`config.mk`:
```
export PLATFORM = sky130hd
export DESIGN_NAME = trapezoidal_ramp_generator
export DESIGN_NICKNAME = d
export VERILOG_FILES = /design/src/design/trg_pkg.sv /design/src/design/trapezoidal_ramp_generator.sv /design/src/design/trg_div.sv
export SDC_FILE = /design/constraint.sdc
export NUM_CORES = 2
export LEC_CHECK = 0
export ABC_AREA = 1
export BUFFER_PORTS_ARGS = -buffer_cell sky130_fd_sc_hd__buf_2
export CAP_MARGIN = 30
export CORE_UTILIZATION = 55
export CTS_CLUSTER_SIZE = 28
export DETAILED_ROUTE_END_ITERATION = 16
export HOLD_SLACK_MARGIN = 0.12
export PLACE_DENSITY = 0.75
export SLEW_MARGIN = 10
export SYNTH_ARGS = -nofsm -noshare
export SYNTH_HDL_FRONTEND = slang
export SYNTH_SLANG_ARGS = --single-unit
```
`constraint.sdc`:
```
create_clock -name clock -period 13.9 [get_ports clock]
set_input_delay 0.695 -clock clock [delete_from_list [all_inputs] [get_ports clock]]
set_output_delay 0.695 -clock clock [all_outputs]
set_load 0.01 [all_outputs]
```
`src/design/trg_pkg.sv`:
```
// Shared types and constants of the trapezoidal ramp generator.
`default_nettype none
package trg_pkg;

   localparam int DIVIDEND_W = 27;
   localparam int DIVISOR_W  = 26;
   localparam int DIV_STEPS  = DIVIDEND_W;
   localparam int DIV_CNT_W  = $clog2(DIV_STEPS);
   localparam int MUL_A_W    = 23;
   localparam int MUL_B_W    = 24;
   localparam int PROD_W     = MUL_A_W + MUL_B_W;
   localparam int ACC_W      = 40;

   localparam logic       OP_START = 1'b0;
   localparam logic       OP_TICK  = 1'b1;

   localparam logic [1:0] CSR_TICK_PERIOD = 2'd0;
   localparam logic [1:0] CSR_RAMP_TIME   = 2'd1;
   localparam logic [1:0] CSR_MAX_SPEED   = 2'd2;

   localparam logic [9:0]  TICK_RESET  = 10'd10;
   localparam logic [15:0] RAMP_RESET  = 16'd500;
   localparam logic [15:0] SPEED_RESET = 16'd1000;

   localparam logic [10:0] MS_PER_S  = 11'd1000;
   localparam logic [10:0] FRAC_DIV  = 11'd2000;
   localparam logic [ACC_W-1:0] POS_SAT_LIMIT = 40'd131072000;

   // position = ((acc >> 4) * ceil(2^30 / 125)) >> 30, exact below POS_SAT_LIMIT
   localparam int                 POS_SHIFT   = 4;
   localparam int                 RECIP_SHIFT = 30;
   localparam logic [MUL_B_W-1:0] POS_RECIP   = 24'd8589935;

   typedef struct packed {
      logic        operation;
      logic [15:0] distance;
   } req_type;

   typedef struct packed {
      logic [15:0] position;
      logic [15:0] speed;
      logic        idle;
      logic [15:0] step_index;
   } rsp_type;

   typedef struct packed {
      logic                  start;
      logic [DIVIDEND_W-1:0] dividend;
      logic [DIVISOR_W-1:0]  divisor;
   } div_req_type;

   typedef struct packed {
      logic                  done;
      logic [DIVIDEND_W-1:0] quotient;
   } div_rsp_type;

   typedef enum logic [3:0] {
      ST_IDLE,
      ST_RDIV,
      ST_RWAIT,
      ST_SDIV,
      ST_SWAIT,
      ST_BMUL,
      ST_BNUM,
      ST_BDIV,
      ST_BWAIT,
      ST_FIN,
      ST_TMUL,
      ST_TACC,
      ST_PDIV,
      ST_PWAIT,
      ST_DONE
   } state_type;

endpackage
`default_nettype wire

```
`src/design/trapezoidal_ramp_generator.sv`:
```
// Top level of the trapezoidal ramp generator: sequencer, multiplier and state.
//
//  channel | ports                          | handshake
//  --------+--------------------------------+-------------------------------
//  request | req_valid req_ready req_data   | valid/ready, start or tick item
//  result  | rsp_valid rsp_ready rsp_data   | valid/ready, one item per request
//  config  | csr_wr_en csr_index csr_wdata  | write on enable, no wait
//
//  A start item holds the block until it is ready again: three passes of the shared
//  divider (load, 27 quotient steps, done) plus the multiply, end-index and output
//  steps; two passes when max_speed is zero.
//  A tick item steps through multiply, accumulate, reciprocal scale and output;
//  the scale's product step is skipped when the position saturates.
//  Reset is synchronous; the block then reports idle with the reset registers.
//  A result waiting on rsp_ready holds the sequencer in its last step.
`default_nettype none
module trapezoidal_ramp_generator (
   input  wire logic             clock,
   input  wire logic             reset,
   input  wire logic             req_valid,
   output logic                  req_ready,
   input  wire trg_pkg::req_type req_data,
   output logic                  rsp_valid,
   input  wire logic             rsp_ready,
   output trg_pkg::rsp_type      rsp_data,
   input  wire logic             csr_wr_en,
   input  wire logic [1:0]       csr_index,
   input  wire logic [15:0]      csr_wdata
);
   import trg_pkg::*;

   state_type state_ff, state_in;

   logic [9:0]  tick_cfg_ff;
   logic [15:0] ramp_cfg_ff;
   logic [15:0] vmax_cfg_ff;

   logic [15:0]          tick_count_ff, tick_count_in;
   logic [15:0]          ramp_end_ff, ramp_end_in;
   logic [15:0]          brake_ff, brake_in;
   logic [15:0]          final_ff, final_in;
   logic [15:0]          step_ff, step_in;
   logic [15:0]          dist_ff, dist_in;
   logic [ACC_W-1:0]     acc_ff, acc_in;
   logic [15:0]          cur_ff, cur_in;
   logic [15:0]          prev_ff, prev_in;
   logic                 idle_ff, idle_in;
   logic                 done_ff, done_in;
   logic [9:0]           tick_lat_ff, tick_lat_in;
   logic [DIVISOR_W-1:0] den_ff, den_in;
   logic [15:0]          pos_ff, pos_in;
   logic [PROD_W-1:0]    prod_ff, prod_in;
   logic                 rsp_valid_ff, rsp_valid_in;
   rsp_type              rsp_data_ff, rsp_data_in;

   logic [MUL_A_W-1:0] mul_a;
   logic [MUL_B_W-1:0] mul_b;
   logic [9:0]  tick_eff;
   logic        accept;
   logic        out_free;
   logic [16:0] next_count;
   logic [16:0] up_sum;
   logic [16:0] final_sum;
   logic [ACC_W:0] acc_sum;
   logic [16:0] speed_sum;

   div_req_type div_req;
   div_rsp_type div_rsp;

   trg_div u_div (
      .clock   (clock),
      .reset   (reset),
      .div_req (div_req),
      .div_rsp (div_rsp)
   );

   assign tick_eff  = (tick_cfg_ff == '0) ? 10'd1 : tick_cfg_ff;
   assign req_ready = (state_ff == ST_IDLE);
   assign accept    = req_valid && req_ready;
   assign out_free  = !rsp_valid_ff || rsp_ready;

   assign next_count = {1'b0, tick_count_ff} + 17'd1;
   assign up_sum     = {1'b0, cur_ff} + {1'b0, step_ff};
   assign final_sum  = {1'b0, brake_ff} + {1'b0, ramp_end_ff};
   assign acc_sum    = {1'b0, acc_ff} + (ACC_W+1)'(prod_ff);
   assign speed_sum  = {1'b0, cur_ff} + {1'b0, prev_ff};
   assign prod_in    = mul_a * mul_b;

   // next state
   always_comb begin
      state_in = state_ff;
      unique case (state_ff)
         ST_IDLE: begin
            if (accept) begin
               state_in = (req_data.operation == OP_START) ? ST_RDIV : ST_TMUL;
            end
         end
         ST_RDIV:  state_in = ST_RWAIT;
         ST_RWAIT: if (div_rsp.done) state_in = ST_SDIV;
         ST_SDIV:  state_in = ST_SWAIT;
         ST_SWAIT: if (div_rsp.done) state_in = ST_BMUL;
         ST_BMUL:  state_in = ST_BNUM;
         ST_BNUM:  state_in = ST_BDIV;
         ST_BDIV:  state_in = (den_ff == '0) ? ST_FIN : ST_BWAIT;
         ST_BWAIT: if (div_rsp.done) state_in = ST_FIN;
         ST_FIN:   state_in = ST_DONE;
         ST_TMUL:  state_in = ST_TACC;
         ST_TACC:  state_in = ST_PDIV;
         ST_PDIV:  state_in = (acc_ff >= POS_SAT_LIMIT) ? ST_DONE : ST_PWAIT;
         ST_PWAIT: state_in = ST_DONE;
         ST_DONE:  if (out_free) state_in = ST_IDLE;
         default:  state_in = ST_IDLE;
      endcase
   end

   // datapath controls
   always_comb begin
      tick_count_in = tick_count_ff;
      ramp_end_in   = ramp_end_ff;
      brake_in      = brake_ff;
      final_in      = final_ff;
      step_in       = step_ff;
      dist_in       = dist_ff;
      acc_in        = acc_ff;
      cur_in        = cur_ff;
      prev_in       = prev_ff;
      idle_in       = idle_ff;
      done_in       = done_ff;
      tick_lat_in   = tick_lat_ff;
      den_in        = den_ff;
      pos_in        = pos_ff;
      mul_a         = '0;
      mul_b         = '0;
      div_req       = '0;
      rsp_data_in   = rsp_data_ff;
      rsp_valid_in  = rsp_valid_ff && !rsp_ready;
      unique case (state_ff)
         ST_IDLE: begin
            if (accept && req_data.operation == OP_START) begin
               dist_in       = req_data.distance;
               tick_count_in = '0;
               tick_lat_in   = tick_eff;
               cur_in        = '0;
               acc_in        = '0;
               pos_in        = '0;
               idle_in       = 1'b0;
            end else if (accept) begin
               prev_in       = cur_ff;
               tick_count_in = next_count[16] ? 16'hFFFF : next_count[15:0];
               done_in       = 1'b0;
               if (next_count <= {1'b0, ramp_end_ff}) begin
                  cur_in = up_sum[16] ? 16'hFFFF : up_sum[15:0];
               end else if (next_count <= {1'b0, brake_ff}) begin
                  cur_in = vmax_cfg_ff;
               end else if (next_count <= {1'b0, final_ff}) begin
                  cur_in = (cur_ff > step_ff) ? cur_ff - step_ff : 16'd0;
               end else begin
                  cur_in  = '0;
                  done_in = 1'b1;
               end
               idle_in = (next_count > {1'b0, final_ff});
            end
         end
         ST_RDIV: begin
            div_req.start    = 1'b1;
            div_req.dividend = DIVIDEND_W'(ramp_cfg_ff);
            div_req.divisor  = DIVISOR_W'(tick_lat_ff);
         end
         ST_RWAIT: begin
            if (div_rsp.done) begin
               ramp_end_in = (div_rsp.quotient == '0) ? 16'd1 : div_rsp.quotient[15:0];
            end
         end
         ST_SDIV: begin
            div_req.start    = 1'b1;
            div_req.dividend = DIVIDEND_W'(vmax_cfg_ff);
            div_req.divisor  = DIVISOR_W'(ramp_end_ff);
         end
         ST_SWAIT: begin
            if (div_rsp.done) begin
               step_in = div_rsp.quotient[15:0];
            end
         end
         ST_BMUL: begin
            mul_a = MUL_A_W'(vmax_cfg_ff);
            mul_b = MUL_B_W'(tick_lat_ff);
         end
         ST_BNUM: begin
            den_in = prod_ff[DIVISOR_W-1:0];
            mul_a  = MUL_A_W'(dist_ff);
            mul_b  = MUL_B_W'(MS_PER_S);
         end
         ST_BDIV: begin
            if (den_ff == '0) begin
               brake_in = 16'hFFFF;
            end else begin
               div_req.start    = 1'b1;
               div_req.dividend = prod_ff[DIVIDEND_W-1:0];
               div_req.divisor  = den_ff;
            end
         end
         ST_BWAIT: begin
            if (div_rsp.done) begin
               brake_in = (div_rsp.quotient[DIVIDEND_W-1:16] != '0) ? 16'hFFFF
                        : div_rsp.quotient[15:0];
            end
         end
         ST_FIN: begin
            final_in = final_sum[16] ? 16'hFFFF : final_sum[15:0];
         end
         ST_TMUL: begin
            if (done_ff) begin
               mul_a = MUL_A_W'(dist_ff);
               mul_b = MUL_B_W'(FRAC_DIV);
            end else begin
               mul_a = MUL_A_W'(speed_sum);
               mul_b = MUL_B_W'(tick_lat_ff);
            end
         end
         ST_TACC: begin
            if (done_ff) begin
               acc_in = ACC_W'(prod_ff);
            end else begin
               acc_in = acc_sum[ACC_W] ? {ACC_W{1'b1}} : acc_sum[ACC_W-1:0];
            end
         end
         ST_PDIV: begin
            if (acc_ff >= POS_SAT_LIMIT) begin
               pos_in = 16'hFFFF;
            end else begin
               mul_a = acc_ff[POS_SHIFT+MUL_A_W-1:POS_SHIFT];
               mul_b = POS_RECIP;
            end
         end
         ST_PWAIT: begin
            pos_in = prod_ff[RECIP_SHIFT+15:RECIP_SHIFT];
         end
         ST_DONE: begin
            if (out_free) begin
               rsp_valid_in           = 1'b1;
               rsp_data_in.position   = pos_ff;
               rsp_data_in.speed      = cur_ff;
               rsp_data_in.idle       = idle_ff;
               rsp_data_in.step_index = tick_count_ff;
            end
         end
         default: begin
         end
      endcase
   end

   always_ff @(posedge clock) begin
      if (reset) begin
         state_ff      <= ST_IDLE;
         tick_cfg_ff   <= TICK_RESET;
         ramp_cfg_ff   <= RAMP_RESET;
         vmax_cfg_ff   <= SPEED_RESET;
         tick_count_ff <= '0;
         ramp_end_ff   <= '0;
         brake_ff      <= '0;
         final_ff      <= '0;
         step_ff       <= '0;
         dist_ff       <= '0;
         acc_ff        <= '0;
         cur_ff        <= '0;
         prev_ff       <= '0;
         idle_ff       <= 1'b1;
         done_ff       <= 1'b0;
         tick_lat_ff   <= '0;
         pos_ff        <= '0;
         rsp_valid_ff  <= 1'b0;
      end else begin
         state_ff      <= state_in;
         tick_count_ff <= tick_count_in;
         ramp_end_ff   <= ramp_end_in;
         brake_ff      <= brake_in;
         final_ff      <= final_in;
         step_ff       <= step_in;
         dist_ff       <= dist_in;
         acc_ff        <= acc_in;
         cur_ff        <= cur_in;
         prev_ff       <= prev_in;
         idle_ff       <= idle_in;
         done_ff       <= done_in;
         tick_lat_ff   <= tick_lat_in;
         pos_ff        <= pos_in;
         rsp_valid_ff  <= rsp_valid_in;
         if (csr_wr_en) begin
            unique case (csr_index)
               CSR_TICK_PERIOD: tick_cfg_ff <= csr_wdata[9:0];
               CSR_RAMP_TIME:   ramp_cfg_ff <= csr_wdata;
               CSR_MAX_SPEED:   vmax_cfg_ff <= csr_wdata;
               default: begin
               end
            endcase
         end
      end
      den_ff      <= den_in;
      prod_ff     <= prod_in;
      rsp_data_ff <= rsp_data_in;
   end

   assign rsp_valid = rsp_valid_ff;
   assign rsp_data  = rsp_data_ff;

endmodule
`default_nettype wire

```
`src/design/trg_div.sv`:
```
// Iterative restoring divider, one quotient bit per cycle.
`default_nettype none
module trg_div (
   input  wire logic                 clock,
   input  wire logic                 reset,
   input  wire trg_pkg::div_req_type div_req,
   output trg_pkg::div_rsp_type      div_rsp
);
   import trg_pkg::*;

   logic                  busy_ff, busy_in;
   logic                  done_ff, done_in;
   logic [DIV_CNT_W-1:0]  cnt_ff, cnt_in;
   logic [DIVISOR_W-1:0]  rem_ff, rem_in;
   logic [DIVIDEND_W-1:0] quo_ff, quo_in;
   logic [DIVISOR_W-1:0]  den_ff, den_in;
   logic [DIVISOR_W:0]    trial;
   logic [DIVISOR_W:0]    diff;

   always_comb begin
      trial = {rem_ff, quo_ff[DIVIDEND_W-1]};
      diff  = trial - {1'b0, den_ff};
   end

   always_comb begin
      busy_in = busy_ff;
      done_in = 1'b0;
      cnt_in  = cnt_ff;
      rem_in  = rem_ff;
      quo_in  = quo_ff;
      den_in  = den_ff;
      if (div_req.start) begin
         busy_in = 1'b1;
         cnt_in  = '0;
         rem_in  = '0;
         quo_in  = div_req.dividend;
         den_in  = div_req.divisor;
      end else if (busy_ff) begin
         if (trial >= {1'b0, den_ff}) begin
            rem_in = diff[DIVISOR_W-1:0];
            quo_in = {quo_ff[DIVIDEND_W-2:0], 1'b1};
         end else begin
            rem_in = trial[DIVISOR_W-1:0];
            quo_in = {quo_ff[DIVIDEND_W-2:0], 1'b0};
         end
         cnt_in = cnt_ff + 1'b1;
         if (cnt_ff == DIV_CNT_W'(DIV_STEPS - 1)) begin
            busy_in = 1'b0;
            done_in = 1'b1;
         end
      end
   end

   always_ff @(posedge clock) begin
      if (reset) begin
         busy_ff <= 1'b0;
         done_ff <= 1'b0;
         cnt_ff  <= '0;
      end else begin
         busy_ff <= busy_in;
         done_ff <= done_in;
         cnt_ff  <= cnt_in;
      end
      rem_ff <= rem_in;
      quo_ff <= quo_in;
      den_ff <= den_in;
   end

   assign div_rsp.done     = done_ff;
   assign div_rsp.quotient = quo_ff;

endmodule
`default_nettype wire

```
== After elaboration in Yosys (flattened, before gate mapping) ==
Cells that the tools add are included.
Word-level totals
  register bits after elaboration: 450
  input bits: 40
  output and inout port bits: 51
  logic and storage cells: 163
Operators by class
  add/subtract/negate cells: 8
  multipliers: 1
  $lt $le $gt $ge: 7
  equal/unequal tests: 25
  muxes and demuxes: 56
  bitwise logic cells: 3
  reduce and logical (&&, ||, !) cells: 33
Operators by type and width (number)
  16-bit 2-to-1 mux: 17
  54-bit case mux with 3 select lines: 1
  40-bit 2-to-1 mux: 3
  24-bit case mux with 4 select lines: 1
  23-bit case mux with 4 select lines: 1
  40-bit case mux with 2 select lines: 1
  4-bit case mux with 14 select lines: 1
  27-bit 2-to-1 mux: 2
  54-bit 2-to-1 mux: 1
  16-bit by 16-bit adder with 17-bit output: 3
  17-bit by 16-bit <= comparator with 1-bit output: 3
  16-bit case mux with 3 select lines: 1
  23-bit by 24-bit multiplier with 46-bit output: 1
  40-bit by 41-bit adder with 41-bit output: 1
  40-bit by 27-bit >= comparator with 1-bit output, second input constant: 1
  16-bit case mux with 2 select lines: 1
  4-bit == test, second input constant: 7
  27-bit by 26-bit >= comparator with 1-bit output: 1
  27-bit zero test: 1
  26-bit zero test: 1
  26-bit 2-to-1 mux: 1
  26-bit subtractor: 1
  24-bit 2-to-1 mux: 1
  4-bit 2-to-1 mux: 6
  other kinds (34): 75

== Logic depth before layout (Yosys ltp) ==
  depth after elaboration: 7
  mapped depth: 40

== Modules after synthesis ==
A second synthesis with hierarchy kept.
Second synthesis, totals
  cell total of the unflattened synthesis: 5520
  area, all modules: 40674.0 um^2
By module, submodules not included
  trapezoidal_ramp_generator: instances 1, cells an instance 4723, area each 34937.3 um^2, sequential area each 8037.7 um^2
  trg_div: instances 1, cells an instance 797, area each 5736.8 um^2, sequential area each 2252.2 um^2

== Worst setup path before layout ==
Ideal clock, no wire load.
  kind: register to register
  from: reg state_ff[2]
  to: reg prod_ff[37]
  setup time: 117 ps
  arrival time: 7973 ps
  required time: 13783 ps
  setup slack: 5810 ps
  stages on the path, launching flop included: 38
  path buffers: 2
  period minus slack after synthesis: 8090 ps
  cells stage by stage: dfxtp_1 inv_1 nor2_1 inv_2 nor2_1 inv_1 nand2_1 buf_4 a21oi_1 inv_1 buf_4 nand2_1 fa_1 inv_1 fa_1 inv_1 fa_1 inv_1 [2 not listed] fa_1 inv_1 fa_1 inv_1 fa_1 inv_1 ha_1 nand2_1 nor2_1 nand2_1 o21ai_0 nand2_1 nand2_1 nand2_1 a21oi_1 nor2_1 nand2_1 nand2_1
On the way
  cells in the longest elaborated chain, start to end: 3
  elaborated cells between the ends (all ways): 7
  classes of those cells: mul (1); eq/ne (4); mux (2)
Ends and longest elaborated chain
  from (decl): line trapezoidal_ramp_generator.sv:32  | state_type state_ff, state_in;
  from (signal assigned): line trapezoidal_ramp_generator.sv:273  | state_ff <= state_in;
  4-bit == test / 4-bit by 3-bit == test with 1-bit output (equally long branches): line trapezoidal_ramp_generator.sv:137  | unique case (state_ff)
  23-bit case mux with 4 select lines / 24-bit case mux with 4 select lines (equally long branches): line trapezoidal_ramp_generator.sv:137
  23-bit by 24-bit multiplier with 46-bit output *: line trapezoidal_ramp_generator.sv:87  | assign prod_in = mul_a * mul_b;
  net prod_in[37]: line trapezoidal_ramp_generator.sv:52  | logic [PROD_W-1:0] prod_ff, prod_in;
  to (signal assigned): line trapezoidal_ramp_generator.sv:299  | prod_ff <= prod_in;
  to (decl): line trapezoidal_ramp_generator.sv:52
Mark *: on every way through the listed nets, which the timed path passes. The rest lies on a longest branch.
A chain may end at the register's enable or synchronous reset.

== Final worst setup path ==
  from: reg state_ff[0]
  to: reg prod_ff[32]
The elaborated chain is that of the path after synthesis.

==> metrics.yaml <==
placed_design:
  io_buffers: 90
  dp_hpwl_um: 102000
  place_congestion: 1.00
  dpl_cell_area_um2: 41300
  place_ws_ps: 4600
grt:
  antenna_found_initial: 6
  overflow: 0
  grt_first_pass_wirelength_um: 197000
  grt_usage: 0.344
  grt_pass1_vias: 35100
  grt_max_degree: 107
sta:
  tightest_slew_ps: 1080
  fin_skew_ps: 69.6
  layout_setup_ws_ps: 4700
  fin_crit_sh: 0.662
  clock.fmax_mhz: 109
  maxSlewHeadroom: 0.270
  setup_viol_count_final: 0
  setup_tns_ps: 0
  hold_viol: 0
  min_period_ps: 9200
  final_max_slew_viol_count: 0
  grt_setup_unrepaired: "no"
clock_tree:
  postCtsSetupBuffers: 0
  cts_htree_levels: 2
  clkLatencyLatePin_ps: 660
  cts.clk_slew.worst_paths_ps: 60
  clk_path_buf_depth: 3
  cts.sinks: 450
  cts_hold_buf: 0
  root_buffer: "clkbuf_16"
  cts_buffers: 50
  ctsResizeCount: 0
  tritoncts: "yes"
setup_path:
  cp-end-kind: "flop"
  worstSetupEndpoint: "prod_ff[32]"
  required_ps: 14380
  max_stage_delay_ps: 650
  crit_arrival_ps: 9690
  startpoint: "state_ff[0]"
  r2r_setup_slack_ps: 4700
  critPathLaunchType: "flop"
  worstReg2RegStart: "state_ff[0]"
  critPathKind: "reg -> reg"
  path_max_fanout: 13
  crit_slowest_cell: "a21oi_1"
  worstRegToRegCells: 28
  crit_top_cell: "fa_1"
  r2r-end: "prod_ff[32]"
hold_path:
  hp-class: "in -> reg"
synth:
  synth_seq_cells: 450
  synthTopCellsByArea: "dfxtp_1 16%, fa_1 13%, ha_1 13%"
  yosysWarnings: 0
  synth_top_area_frac: 0.162
  syn_area_um2: 39900
  yosys.area.top_type: "dfxtp_1"
  ys.flop_type: "dfxtp_1"
  synth_area_per_cell_um2: 7.46
  async_reset_ff_frac: 0
  syn_inst: 5345
  synth_most_common_cell: "nand2_1"
  synth_edf_count: 128
  ys_top_cells_by_count: "1108 x nand2_1, 979 x inv_1, 549 x nor2_1"
  yosysUniqueCellTypes: 61
  ys_seq_area_frac: 0.258
power_and_ir_drop:
  ir_worst_vdd_v: 0.000122
  p_per_area_nw_per_um2: 112
  leakage_nw: 21.9
floorplanning:
  ioPinCount: 91
  initial_core_util: 0.557
  coreArea_um2: 71600
  die-height_um: 271
  rows: 98
  dieWidth_um: 271
  die-area_um2: 73600
cells_and_area:
  drive_above_1_share: 0.0592
  syn_to_final_growth_pct: 7.88
  final_util: 0.601
  num-nets-final: 6125
  final_cell_area_um2: 43000
  fillCellCount: 6691
route:
  drt-wirelength-per-cell_um: 19.9
  drtPass1Iterations: 6
  drc_errors: 0
  drtIter0Drc: 3462
  vias_per_cell: 5.64
  totalWireLength_um: 127000
  vias: 36100
  detail-route-antenna-nets: 0
outcome:
  outcome: "complete, no violations"
job:
  cap_violations: 0
kinds of logic (layout without fill, tap and decap cells):
kind of cell	Yosys count	after routing	share of synthesized area
fa+ha+maj	674	674	0.261
simple gates	2055	2055	0.214
xor+xnor	129	129	0.0283
other cells	2	28	0.000188
flops	450	450	0.258
compound gates	897	897	0.127
buf+inv	1138	1222	0.111
worst min path at each step:
stage | startpoint | to | slack, ps | cells after the start
finish | csr_wdata[14] | ramp_cfg_ff[14] | 280 | 3
global route | req_data[14] | dist_ff[14] | 310 | 3
CTS | csr_wdata[14] | ramp_cfg_ff[14] | 270 | 3
detailed placement | pos_ff[15] | rsp_data[48] | 420 | 0
global placement | pos_ff[2] | rsp_data[35] | 420 | 0
floorplan | idle_ff | rsp_data[16] | 410 | 0
area by class of cell:
| cell class | count | area (µm²) | area share |
|---|---|---|---|
| multi-input combinational | 3780 | 25300 | 0.588 |
| sequential | 450 | 10300 | 0.239 |
| clock buffer | 61 | 1300 | 0.0303 |
| clock inverter | 32 | 369 | 0.00858 |
| antenna | 3 | 7.51 | 0.000175 |
| timing repair buffer | 128 | 806 | 0.0187 |
| tap | 950 | 1190 | 0.0276 |
| inverter | 1001 | 3760 | 0.0874 |
layout by cell type, fill, tap and decap left out, drive strengths merged, types with 25 or more instances in the layout:
cell type / instances
a21oi: 434
a31oi: 28
buf: 128
clkbuf: 61
clkinv: 25
conb: 25
dfxtp: 322
edfxtp: 128
fa: 263
ha: 411
inv: 1002
nand2: 1129
nand3: 201
nand4: 49
nor2: 576
nor3: 47
o211ai: 36
o21ai: 253
o21bai: 32
xnor2: 37
xor2: 92
flip-flops by register name (all words and copies together) (netlist names), 26 cells and up:
register      flops
u_div.den_ff     26
prod_ff          46
rsp_data         49
u_div.quo_ff     27
den_ff           26
u_div.rem_ff     26
acc_ff           40
critical path: cells and delay by family, from the launching register on:
kind	cells	cell delay, ps
and+or+nand+nor	11	2630
DFF	1	590
adders and majority gates	8	3990
xor gates and xnor gates	1	140
AOI/OAI and AO/OA	2	740
buffers and inverters	6	970
per-layer routing:
metal	track usage	vias up	wire length, µm
met3	0.0448	285	10800
met1	0.465	17100	53700
met4	0.130	2	5150
met2	0.560	1518	57600
li1	-	17200	-
met5	0	-	13
through the flow:
step / total power [W] / std cells / hold slack (ps)
6_report: 0.00481 / 6405 / 275
5_1_grt: 0.00507 / 6404 / 305
4_1_cts: 0.00478 / 6400 / 267
3_5_place_dp: 0.00342 / 6307 / 419
3_3_place_gp: 0.00339 / 6303 / 416
2_1_floorplan: 0.00292 / 5368 / 409
report_power, final:
| part | internal (W) | leakage, nW | total (W) | switching (W) |
|---|---|---|---|---|
| Combinational | 0.000531 | 17.3 | 0.00176 | 0.00123 |
| Clock | 0.000756 | 0.814 | 0.00136 | 0.000604 |
| Sequential | 0.00153 | 3.72 | 0.00169 | 0.000156 |
| Total | 0.00282 | 21.9 | 0.00481 | 0.00199 |
(Power assumes the default switching activity.)
